## src/rtl/core/spc_pkg.sv

```systemverilog
`default_nettype none

package spc_pkg;

  // Pipeline depths of the iterative units
  localparam int SQRT_STAGES = 32;
  localparam int DIV_STAGES  = 31;

  // Q1.30 unity
  localparam logic [30:0] ONE_Q30 = 31'h4000_0000;

  typedef struct packed {
    logic signed [31:0] first_x;
    logic signed [31:0] first_y;
    logic signed [31:0] first_z;
    logic        [30:0] first_radius;
    logic signed [31:0] second_x;
    logic signed [31:0] second_y;
    logic signed [31:0] second_z;
    logic        [30:0] second_radius;
  } pair_t;

  typedef struct packed {
    logic               hit;
    logic signed [31:0] normal_x;
    logic signed [31:0] normal_y;
    logic signed [31:0] normal_z;
    logic        [31:0] depth;
    logic signed [31:0] contact_x;
    logic signed [31:0] contact_y;
    logic signed [31:0] contact_z;
  } contact_t;

endpackage

`default_nettype wire

```

## src/rtl/core/spc_div.sv

```systemverilog
`default_nettype none

// Restoring divider, one quotient bit per stage. The quotient must fit in
// DIV_STAGES bits, so the top numerator bits start as the remainder.
module spc_div
  import spc_pkg::*;
(
  input  logic                   clk,
  input  logic                   en,
  input  logic [DIV_STAGES+30:0] numer,
  input  logic [31:0]            denom,
  output logic [DIV_STAGES-1:0]  quot
);

  logic [31:0]           rem [DIV_STAGES];
  logic [31:0]           den [DIV_STAGES];
  logic [DIV_STAGES-1:0] low [DIV_STAGES];
  logic [DIV_STAGES-1:0] q   [DIV_STAGES];

  for (genvar k = 0; k < DIV_STAGES; k++) begin : g_stage
    logic [31:0]           rem_in;
    logic [31:0]           den_in;
    logic [DIV_STAGES-1:0] low_in;
    logic [DIV_STAGES-1:0] q_in;
    logic [32:0]           cand;
    logic                  take;

    if (k == 0) begin : g_first
      assign rem_in = 32'(numer[DIV_STAGES+30:DIV_STAGES]);
      assign den_in = denom;
      assign low_in = numer[DIV_STAGES-1:0];
      assign q_in   = '0;
    end else begin : g_rest
      assign rem_in = rem[k-1];
      assign den_in = den[k-1];
      assign low_in = low[k-1];
      assign q_in   = q[k-1];
    end

    assign cand = {rem_in, low_in[DIV_STAGES-1-k]};
    assign take = cand >= {1'b0, den_in};

    always_ff @(posedge clk) begin
      if (en) begin
        rem[k] <= take ? 32'(cand - {1'b0, den_in}) : cand[31:0];
        den[k] <= den_in;
        low[k] <= low_in;
        q[k]   <= {q_in[DIV_STAGES-2:0], take};
      end
    end
  end

  assign quot = q[DIV_STAGES-1];

endmodule

`default_nettype wire

```

## config.mk

```make
export PLATFORM = sky130hd
export DESIGN_NAME = spc_div
export DESIGN_NICKNAME = d
export VERILOG_FILES = /design/src/rtl/core/spc_pkg.sv /design/src/rtl/core/spc_div.sv
export SDC_FILE = /design/constraint.sdc
export NUM_CORES = 2
export LEC_CHECK = 0
export BUFFER_PORTS_ARGS = -buffer_cell sky130_fd_sc_hd__buf_4
export CAP_MARGIN = 20
export CORE_MARGIN = 3
export CORE_UTILIZATION = 55
export DETAILED_ROUTE_END_ITERATION = 7
export PLACE_DENSITY_LB_ADDON = 0.3
export RECOVER_POWER = 100
export SETUP_SLACK_MARGIN = 0.2
export SYNTH_ARGS = -nofsm -noshare
export SYNTH_HDL_FRONTEND = slang
export SYNTH_SLANG_ARGS = --single-unit
```

## constraint.sdc

```tcl
create_clock -name clk -period 5.1 [get_ports clk]
set_input_delay 1.275 -clock clk [delete_from_list [all_inputs] [get_ports clk]]
set_output_delay 1.275 -clock clk [all_outputs]
set_load 0.02 [all_outputs]
```

Word-level counts from Yosys, hierarchy flattened
Memories as Yosys holds them, arrays and structs flattened.
Index checks and enable logic that the tools add are counted.
{ "totals": {"register_bits": 0, "ramBits": 3906, "input_bits": 96, "output_inout_bits": 31, "mem_count": 4} }
{ "mem_list": {"columns": ["name", "words", "width", "read_ports", "rd_clocked_by_memory_dff", "wr", "line_no", "rtl"], "rows": [
  ["den", 31, 32, 30, 0, 31, "spc_div.sv:16", "logic [31:0] den [DIV_STAGES];"],
  ["rem", 31, 32, 30, 0, 31, "spc_div.sv:15", "logic [31:0] rem [DIV_STAGES];"],
  ["low", 31, 31, 30, 0, 31, "spc_div.sv:17", "logic [DIV_STAGES-1:0] low [DIV_STAGES];"],
  ["q", 31, 31, 31, 0, 31, "spc_div.sv:18", "logic [DIV_STAGES-1:0] q [DIV_STAGES];"]
]} }
{ "classes": {"addsub": 31, "order_cmp": 31, "n_mux": 33} }
{ "op_table": {"columns": ["cell", "count"], "rows": [
  ["two-way mux 32 bit", 31],
  ["subtractor 32 bit", 31],
  ["greater-or-equal comparator 33 x 32 -> 1 bit", 30],
  ["greater-or-equal comparator 32 bit", 1],
  ["two-way mux 1 bit", 2]
]} }

Depth between registers and ports, before layout
An unclocked memory read counts as a cell.
{ "logic_depth": {"word_depth": 3, "depth_mapped": 16} }

Worst setup path after synthesis
Ideal clock, no wire load.
{ "synth_path": {"path_kind": "input-to-reg", "start": "input numer[30]", "end": "memory rem[0][12], data pin", "arrival_ps": 4080, "required_ps": 4840, "path_slack_ps": 760, "cell_stages": 13, "n_path_buf": 1, "path_cell_list": "inv_1 -> ha_1 -> fa_1 -> nor2b_1 -> o21a_1 -> o21ai_0 -> a21oi_1 -> a41oi_1 -> a31oi_1 -> nor2_1 -> o31ai_1 -> clkbuf_1 -> mux2_2"} }
{ "synth_rtl": {"columns": ["element", "line_no", "rtl"], "rows": [
  ["from (decl)", "spc_div.sv:10", "input logic [DIV_STAGES+30:0] numer,"],
  ["to (decl)", "spc_div.sv:15", null]
]} }

==> results.yml <==
cells_and_area:
  nets: 13700
  final_common_cell: "edfxtp_1"
  drive_above_1_share_pct: 8.60
  syn_to_final_growth_pct: 10.0
  final-seq-area_mm2: 0.0865
  fillCellCount: 21300
  mostFrequentLayoutCells: "2881 x edfxtp_1, 1269 x inv_1, 992 x ha_1"
  multi_input_area_mm2: 0.0575
drt:
  route.detailed.drc: 0
  drtPass1Iterations: 6
  postRouteAntennaNets: 0
  wl_per_cell_um: 20.7
  vias_per_cell: 5.85
  drt_iter0_markers: 7832
  drt_wl_total_um: 340000
  vias: 96100
sta:
  setup_tns_ps: 0
  finalCriticalPeriod_ps: 4810
  drv_slew: 116
  worstMarginPinSlew_ps: 3830
  fmax_ghz: 0.208
  slew-limit-headroom_pct: -156
  setup_viol: 0
  rsz0062_at_grt: "no"
  setup_slack_ps: 289
  fin_crit_sh_pct: 94.3
  hold_viol_final: 0
  skew_ps: 46.0
grt:
  grt_pass1_vias: 95400
  grt_pass1_wl_um: 532000
  overflow: 0
  grt_antenna_before_repair: 6
  grt_max_degree: 130
  grt_usage_pct: 23.9
clocking:
  cts-root-buf: "clkbuf_16"
  clock-sinks: 2881
  clock_path_buffers: 4
  cts_setup_buffers: 0
  cts_hold_buf: 0
  htreeDepth: 5
  cts.repair.resized: 0
  clock_latency_ps: 910
  cts_tree: "yes"
  cts_buffers: 310
  clkTransAtPathRegs_ps: 60
pwr:
  ir_worst_vdd_v: 0.000374
  total_leakage_power_nw: 66.7
  powerDensity_mw_per_mm2: 643
place:
  gp_congestion: 0.931
  io_buffers: 126
  dpl.hpwl_um: 253000
  pre_cts_ws_ps: 437
synth:
  synth_async_sr_flop_share_pct: 0
  syn_area_mm2: 0.150
  syn_nets: 13400
  avgSynthCellArea_um2: 12.2
  ys_ff_latch: 2881
  ys_seq_area_share_pct: 57.7
  synth_ff_type: "edfxtp_1"
  ys_warn_count: 0
  syn_inst: 12300
  yosysUniqueCellTypes: 96
  synth_edf_count: 2881
floorplan:
  core_area_mm2: 0.271
  rows: 191
  die_h_um: 528
  start_util_pct: 55.3
  dieArea_mm2: 0.279
  die_w_um: 528
  pin_count: 127
run:
  drv_cap: 2
status:
  violations: "capacitance limit, slew limit"
  status: "finished with violations"
hold_path:
  min-delay-path-class: "reg -> reg"
setup_path:
  cp-start-kind: "register"
  cp.required_ps: 5710
  crit_type: "reg -> reg"
  crit_fanout: 32
  endpoint_kind: "register"
  arrival_ps: 5420
## sequential cells by signal, summed over array words and instances, names as in the netlist
register,cells
den,960
rem,960
low,465
q,496
## worst max-delay path, stage by stage, from the launching register on
cell       delay [ps]
edfxtp_1          400
ha_1              370
nand2_1           220
a21oi_1            60
o21ai_0           330
a21oi_1           150
or3_1             390
o21ai_0           240
buf_4             190
o211ai_1          120
a2111oi_0         960
o41a_2            330
o21ai_4            80
buf_4             300
mux2_2            340
## path summary, 6_finish.rpt
kind / start / to / slack, ps / depth (start not counted)
setup / recovery: rem[0][194] / rem[0][239] / 290 / 14
hold reg to reg: low[0][7] / low[0][38] / 390 / 0
setup reg to reg: rem[0][194] / rem[0][239] / 290 / 14
hold / removal: low[0][7] / low[0][38] / 390 / 0
## per-layer routing
layer  part of all wire (%)  GRT usage, %  vias to the layer above
met2                     50          42.2                     2580
met3                    4.3          2.73                      714
met1                     41          30.2                    46800
met4                    4.1          9.14                        2
li1                       -             -                    46100
met5                 0.0038             0                        -
## synthesized netlist by cell type, types with 20 or more instances
cell       number  area (um2)
edfxtp_1     2881       86500
inv_1        1269        4760
ha_1          992       12400
a21oi_1       911        4560
nand2_1       747        2800
o21ai_0       710        3550
a21o_1        578        4340
nor2_1        569        2140
xnor2_1       506        4430
mux2_2        449        5060
xor2_1        310        2720
clkbuf_1      237         890
nand3_1       204        1020
nand4_1       150         938
nor2b_1       147         920
o21a_1        135        1010
nand2b_1      123         769
nor3_1        116         581
o21bai_1      111         833
a31oi_1       109         682
and3_1        108         676
o31ai_1        65         488
a211oi_1       64         480
mux2_1         52         586
mux2i_1        47         470
and2_1         45         282
o211ai_1       45         338
a21boi_0       42         315
nor4_1         41         257
or3_1          37         231
or2_2          34         213
a211o_1        30         263
fa_1           30         601
o2111ai_1      27         236
and4_1         23         201
buf_2          23         115
a221oi_1       22         193
a41oi_1        21         184
o31a_1         20         175
## metrics by stage
| step | power [W] | utilization, % | instances | instance area [um2] | hold WS [ps] |
|---|---|---|---|---|---|
| floorplan | 0.0718 | - | 12300 | 150000 | 400 |
| finish | 0.106 | 60.8 | 16400 | 165000 | 391 |
| global route | 0.113 | 60.8 | 16400 | 165000 | 409 |
| CTS | 0.107 | 61.1 | 16400 | 166000 | 392 |
| global placement | 0.0829 | 57.4 | 15900 | 156000 | 400 |
| detailed placement | 0.0841 | 57.4 | 15900 | 156000 | 405 |
## cells by family (layout without fill, tap and decap cells)
kind of cell / count (synthesis) / in the layout / share of synthesized area, %
adder cells (fa/ha/maj): 1022 / 1022 / 8.68
multiplexers: 548 / 548 / 4.08
other: 0 / 4 / 0
AO/OA/AOI/OAI: 3090 / 3090 / 13.0
XOR/XNOR: 816 / 816 / 4.77
buffers and inverters: 1555 / 2072 / 3.97
AND/OR/NAND/NOR: 2413 / 2413 / 7.74
flip-flops: 2881 / 2881 / 57.7
## report_power, final
part / internal, W / switching [W]
clock network: 0.0127 / 0.00939
registers: 0.0343 / 0.00374
logic: 0.0202 / 0.0257
## cell type report
cell class,instances,share of cell area [%]
inverters,1269,2.89
diodes,4,0.00607
clock inverters,185,1.18
clock buffers,369,4.86
flip-flops and latches,2881,52.5
repair buffers,249,1.04
well taps,3570,2.71
multi-input cells,7889,34.8
Power figures use the tool's default switching activity.
