<file path="config.mk">
export PLATFORM = sky130hd
export DESIGN_NAME = spc_isqrt
export DESIGN_NICKNAME = d
export VERILOG_FILES = /design/src/rtl/core/spc_pkg.sv /design/src/rtl/core/spc_isqrt.sv
export SDC_FILE = /design/constraint.sdc
export NUM_CORES = 2
export LEC_CHECK = 0
export BUFFER_PORTS_ARGS = -buffer_cell sky130_fd_sc_hd__buf_2
export CAP_MARGIN = 20
export CORE_MARGIN = 5
export CORE_UTILIZATION = 49
export CTS_BUF_LIST = sky130_fd_sc_hd__clkbuf_16
export CTS_CLUSTER_DIAMETER = 120
export DETAILED_ROUTE_END_ITERATION = 7
export PLACE_DENSITY = 0.62
export SYNTH_ARGS = -nofsm -noshare
export SYNTH_HDL_FRONTEND = slang
export SYNTH_SLANG_ARGS = --single-unit
</file>
<file path="constraint.sdc">
create_clock -name clk -period 7.6 [get_ports clk]
set_clock_uncertainty 0.1 [all_clocks]
set_input_delay 1.14 -clock clk [delete_from_list [all_inputs] [get_ports clk]]
set_output_delay 1.14 -clock clk [all_outputs]
set_load 0.02 [all_outputs]
</file>
<file path="src/rtl/core/spc_pkg.sv">
`default_nettype none

package spc_pkg;

  // Pipeline depths of the iterative units
  localparam int SQRT_STAGES = 32;
  localparam int DIV_STAGES  = 31;

  // Q1.30 unity
  localparam logic [30:0] ONE_Q30 = 31'h4000_0000;

  typedef struct packed {
    logic signed [31:0] first_x;
    logic signed [31:0] first_y;
    logic signed [31:0] first_z;
    logic        [30:0] first_radius;
    logic signed [31:0] second_x;
    logic signed [31:0] second_y;
    logic signed [31:0] second_z;
    logic        [30:0] second_radius;
  } pair_t;

  typedef struct packed {
    logic               hit;
    logic signed [31:0] normal_x;
    logic signed [31:0] normal_y;
    logic signed [31:0] normal_z;
    logic        [31:0] depth;
    logic signed [31:0] contact_x;
    logic signed [31:0] contact_y;
    logic signed [31:0] contact_z;
  } contact_t;

endpackage

`default_nettype wire

</file>
<file path="src/rtl/core/spc_isqrt.sv">
`default_nettype none

// Floor square root of a 64 bit value, one result bit per stage.
module spc_isqrt
  import spc_pkg::*;
(
  input  logic        clk,
  input  logic        en,
  input  logic [63:0] value,
  output logic [31:0] root
);

  logic [63:0] num [SQRT_STAGES];
  logic [63:0] res [SQRT_STAGES];

  for (genvar k = 0; k < SQRT_STAGES; k++) begin : g_stage
    localparam logic [63:0] BIT = 64'd1 << (2 * (SQRT_STAGES - 1 - k));
    logic [63:0] num_in;
    logic [63:0] res_in;
    logic [63:0] trial;

    if (k == 0) begin : g_first
      assign num_in = value;
      assign res_in = '0;
    end else begin : g_rest
      assign num_in = num[k-1];
      assign res_in = res[k-1];
    end

    assign trial = res_in + BIT;

    always_ff @(posedge clk) begin
      if (en) begin
        if (num_in >= trial) begin
          num[k] <= num_in - trial;
          res[k] <= (res_in >> 1) + BIT;
        end else begin
          num[k] <= num_in;
          res[k] <= res_in >> 1;
        end
      end
    end
  end

  assign root = res[SQRT_STAGES-1][31:0];

endmodule

`default_nettype wire

</file>
== Word-level counts from Yosys, hierarchy flattened ==
Memories as Yosys holds them, arrays and structs flattened.
Index checks and enable logic that the tools add are counted.

* Register bits after elaboration: 0
* Latch bits: 0
* Bits in writable memories: 4096
* Bits in read-only memories: 0
* Input bits: 66
* Output and inout bits: 32
* Logic and storage cells: 448
* Memories kept: 2

* Add/sub/neg operators: 94
* $mul: 0
* Divide/modulo/power cells: 0
* Magnitude comparators: 32
* Equal/unequal tests: 0
* Shift-type cells: 0
* Multiplexer cells: 256
* Bitwise operators: 64
* Reductions and logical operators: 0

{| class="wikitable"
|+ Memory list
! memory !! words !! width !! read ports !! clocked after Yosys merged registers in !! write ports !! RTL line !! RTL
|-
| num || 32 || 64 || 31 || 0 || 32 || spc_isqrt.sv:13 || <nowiki>logic [63:0] num [SQRT_STAGES];</nowiki>
|-
| res || 32 || 64 || 32 || 0 || 32 || spc_isqrt.sv:14 || <nowiki>logic [63:0] res [SQRT_STAGES];</nowiki>
|}

{| class="wikitable"
|+ Operators with widths
! cell !! count
|-
| 2-to-1 mux 64 bit || 64
|-
| greater-or-equal comparator 64 bit || 31
|-
| subtractor 64 bit || 31
|-
| 2-to-1 mux 1 bit || 192
|-
| adder 63 x 1 -> 64 bit, second input constant || 1
|-
| adder 63 x 11 -> 64 bit, second input constant || 1
|-
| adder 63 x 13 -> 64 bit, second input constant || 1
|-
| adder 63 x 15 -> 64 bit, second input constant || 1
|-
| adder 63 x 17 -> 64 bit, second input constant || 1
|-
| adder 63 x 19 -> 64 bit, second input constant || 1
|-
| adder 63 x 21 -> 64 bit, second input constant || 1
|-
| adder 63 x 23 -> 64 bit, second input constant || 1
|-
| adder 63 x 25 -> 64 bit, second input constant || 1
|-
| adder 63 x 27 -> 64 bit, second input constant || 1
|-
| adder 63 x 29 -> 64 bit, second input constant || 1
|-
| adder 63 x 3 -> 64 bit, second input constant || 1
|-
| adder 63 x 31 -> 64 bit, second input constant || 1
|-
| adder 63 x 33 -> 64 bit, second input constant || 1
|-
| adder 63 x 35 -> 64 bit, second input constant || 1
|-
| adder 63 x 37 -> 64 bit, second input constant || 1
|-
| adder 63 x 39 -> 64 bit, second input constant || 1
|-
| adder 63 x 41 -> 64 bit, second input constant || 1
|-
| adder 63 x 43 -> 64 bit, second input constant || 1
|-
| adder 63 x 45 -> 64 bit, second input constant || 1
|-
| other kinds (45) || 108
|}

== Depth between registers and ports, before layout ==
An unclocked memory read counts as a cell.

* Word-level depth: 7
* Depth in mapped cells: 14
* Gate-level depth less buffers: 13

== Worst setup path before layout ==
No wires, ideal clock.

* Path kind: input-to-reg
* From: input en
* To: memory num[26][0], in the netlist num[1][640], enable pin
* Setup time: 0.482 ns
* Arrival time: 4.451 ns
* Required time: 7.018 ns
* Path slack: 2.567 ns
* Stages: 4
* Path buffers: 4
* Path through: clkbuf_1 > clkbuf_1 > clkbuf_1 > clkbuf_1

{| class="wikitable"
|+ RTL lines
! element !! RTL line !! RTL
|-
| from (decl) || spc_isqrt.sv:8 || <nowiki>input logic en,</nowiki>
|-
| to (decl) || spc_isqrt.sv:13 ||
|}

==> results.yml <==
detailed_routing:
  first_pass_iters: 6
  vias: 80800
  antenna_left: 0
  drt_iter0_markers: 8440
  wl_um: 327000
  vias_per_cell: 5.89
  drc: 0
  wl_per_cell_um: 23.8
setup_path:
  cp_common_cell: "or4_1"
  cp_top_family: "simple AND/OR/NAND/NOR gates"
  cp-start-kind: "flop"
  critPathMaxStageDelay_ns: 0.64
  required_ns: 8.15
  end_kind: "flop"
  crit_slowest_cell: "o211ai_1"
  crit_buf_inv: 0
  crit_chain: "or4_4 > or3_1 > or4_1 > or4_1 > nor2_1 > o2111ai_1 > o211ai_1 > nor3_1 > xor2_1"
  critPathMaxFanout: 11
  worstPathArrival_ns: 5.21
  path_class: "reg -> reg"
power_and_ir_drop:
  peakVddDrop_mv: 0.247
  seqPwrFrac_pct: 46.5
  pwr-share-comb_pct: 20.7
  clockPowerShare_pct: 32.8
  swShare_pct: 30.2
  power_density_nw_per_um2: 307
  p_switching_mw: 12.6
  internal_power_mw: 29.2
  leakage_nw: 50.4
yosys:
  netlist_area_um2: 122000
  synthXorXnorAreaFrac_pct: 6.40
  synth-edff-count: 2512
  synth.avg_cell_area_um2: 12.3
  synth_ff_type: "edfxtp_1"
  synthArstFlopShare_pct: 0
  synth_top_family_by_area: "simple AND/OR/NAND/NOR gates"
  syn_nets: 10600
  synth_compound_area_share_pct: 9.37
  ys_seq_elements: 2512
  synth.distinct_cells: 86
  yosysSeqAreaShare_pct: 61.8
  syn_inst: 9960
  synthMuxAreaShare_pct: 0.478
  yosys_warnings: 0
  synthSimpleGateAreaFrac_pct: 13.4
  synth_fa_ha_area_share_pct: 5.72
timing:
  final-setup-viol-count: 0
  timing.final.ws_setup_ns: 2.94
  final-max-slew-violation-count: 0
  slew-limit-headroom_pct: 21.4
  setup_tns_ns: 0
  period_minus_slack_ns: 4.66
  worstMarginPinSlew_ns: 1.15
  rsz0062_at_grt: "no"
  whs_ns: 0.266
  fmax_mhz: 215
  period_share_pct: 61.3
  finalHoldViolations: 0
floorplan:
  placementRows: 183
  die_w_um: 509
  dieArea_um2: 259000
  core_um2: 248000
  chipHeight_um: 509
  start_util_pct: 49.2
  ios: 98
hold_path:
  hp-class: "in -> reg"
run:
  maxCapViolCount: 0
placement:
  hpwl_um: 249000
  place_area_um2: 127000
  io_buffers: 97
  place_ws_ns: 2.63
  routabilityCongestion: 0.919
grt:
  overflow: 0
  grt_max_degree: 192
  antenna_found_initial: 10
  grt_usage_pct: 24.7
  grt_pass1_wl_um: 486000
  grt_pass1_vias: 76600
finish:
  seq_area_um2: 75400
  multi_input_area_um2: 43400
  nets: 10800
  fin_util_pct: 54.8
  final_common_cell: "edfxtp_1"
  drive_above_1_share_pct: 7.02
  final_area_um2: 136000
  final_cell_mix: "edfxtp_1 (2512), nand2_1 (809), inv_1 (722), o21ai_0 (601), ha_1 (558)"
  area_growth_pct: 11.4
  fillCellCount: 20700
cts:
  cts.sinks: 2512
  path_clk_slew_ns: 0.06
  clk_latency_ns: 0.94
  cts_setup_buffers: 0
  cts_root_buf: "clkbuf_16"
  cts_tree: "yes"
  hold_buffers: 0
  htreeDepth: 5
  clockBufferDepth: 4
  cts_resized: 0
  cts_made_buffers: 288
run_status:
  status: "completed"
[state kept, by name (all words and copies together), names as in the netlist]
register	cells
num	1984
res	528
[worst paths after layout]
path / startpoint / to / slack (ns) / depth (start not counted)
worst min-delay path: value[37] / num[0][37]$_DFFE_PP_ / 0.27 / 1
worst max-delay path: num[1][370]$_DFFE_PP_ / num[1][428]$_DFFE_PP_ / 2.94 / 9
worst max register to register: num[1][370]$_DFFE_PP_ / num[1][428]$_DFFE_PP_ / 2.94 / 9
worst min register to register: res[1][865]$_DFFE_PP_ / res[1][928]$_DFFE_PP_ / 0.32 / 0
[kinds of logic (layout without fill, tap and decap cells)]
kind of cell             count (synthesis)  after routing
buffers and inverters                  914           1352
multiplexers                            53             53
flip-flops                            2512           2512
AO/OA/AOI/OAI                         1867           1867
AND/OR/NAND/NOR                       3163           3163
other                                    0              3
XOR/XNOR                               893            893
adder cells (fa/ha/maj)                558            558
[metrics by stage]
stage               cells  power [mW]
finish              13700        41.8
global route        13700        43.7
CTS                 13700        42.0
detailed placement  13200        28.1
global placement    13200        28.1
floorplan            9960        25.0
[power groups by stage]
stage / registers, mW / logic, mW / clock network, mW
final: 19.4 / 8.66 / 13.7
after global placement: 19.6 / 8.46 / 0
after detailed placement: 19.6 / 8.51 / 0
after global routing: 19.5 / 9.58 / 14.6
after CTS: 19.4 / 8.60 / 14.0
after floorplan: 18.6 / 6.35 / 0
[cells in the mapped netlist (11+ instances only)]
cell | n | area (um2)
edfxtp_1 | 2512 | 75400
nand2_1 | 809 | 3040
inv_1 | 679 | 2550
o21ai_0 | 601 | 3010
ha_1 | 558 | 6980
nor2_1 | 553 | 2080
a21oi_1 | 509 | 2550
xor2_1 | 457 | 4000
xnor2_1 | 436 | 3820
nor4_1 | 388 | 2430
nor3_1 | 293 | 1470
a21o_1 | 212 | 1590
clkbuf_1 | 198 | 743
nand4_1 | 195 | 1220
nand3_1 | 180 | 901
nand2b_1 | 117 | 732
or3_1 | 102 | 638
or4_1 | 99 | 743
o21a_1 | 90 | 676
nor2b_1 | 70 | 438
a31oi_1 | 56 | 350
a211oi_1 | 54 | 405
or2_2 | 53 | 332
nor4b_1 | 52 | 455
and3_1 | 50 | 313
o211ai_1 | 47 | 353
o21bai_1 | 45 | 338
mux2_2 | 43 | 484
nand3b_1 | 40 | 300
and2_1 | 38 | 238
o31ai_1 | 38 | 285
nand4b_1 | 30 | 263
nor3b_1 | 24 | 180
and4_1 | 23 | 201
a2111oi_0 | 22 | 193
a211o_1 | 21 | 184
a21boi_0 | 21 | 158
buf_2 | 21 | 105
o2111ai_1 | 15 | 131
buf_1 | 13 | 48.8
and4b_1 | 11 | 110
o41ai_1 | 11 | 96.3
[area by class of cell]
| class | count | share of cell area (%) |
|---|---|---|
| Clock inverter | 206 | 1.48 |
| Inverter | 679 | 1.87 |
| Clock buffer | 293 | 5.39 |
| Multi-Input combinational cell | 6534 | 31.9 |
| Timing Repair Buffer | 174 | 0.864 |
| Tap cell | 3330 | 3.06 |
| Sequential cell | 2512 | 55.4 |
| Antenna cell | 3 | 0.00552 |
[layer usage]
layer | routed length, um | global-route usage (%) | up-vias
met2 | 140000 | 36.6 | 2810
met4 | 10200 | 7.19 | 0
met5 | 0 | 0 | -
met1 | 153000 | 38.0 | 39700
met3 | 22700 | 3.58 | 486
li1 | - | - | 37900
Power figures use the tool's default switching activity.
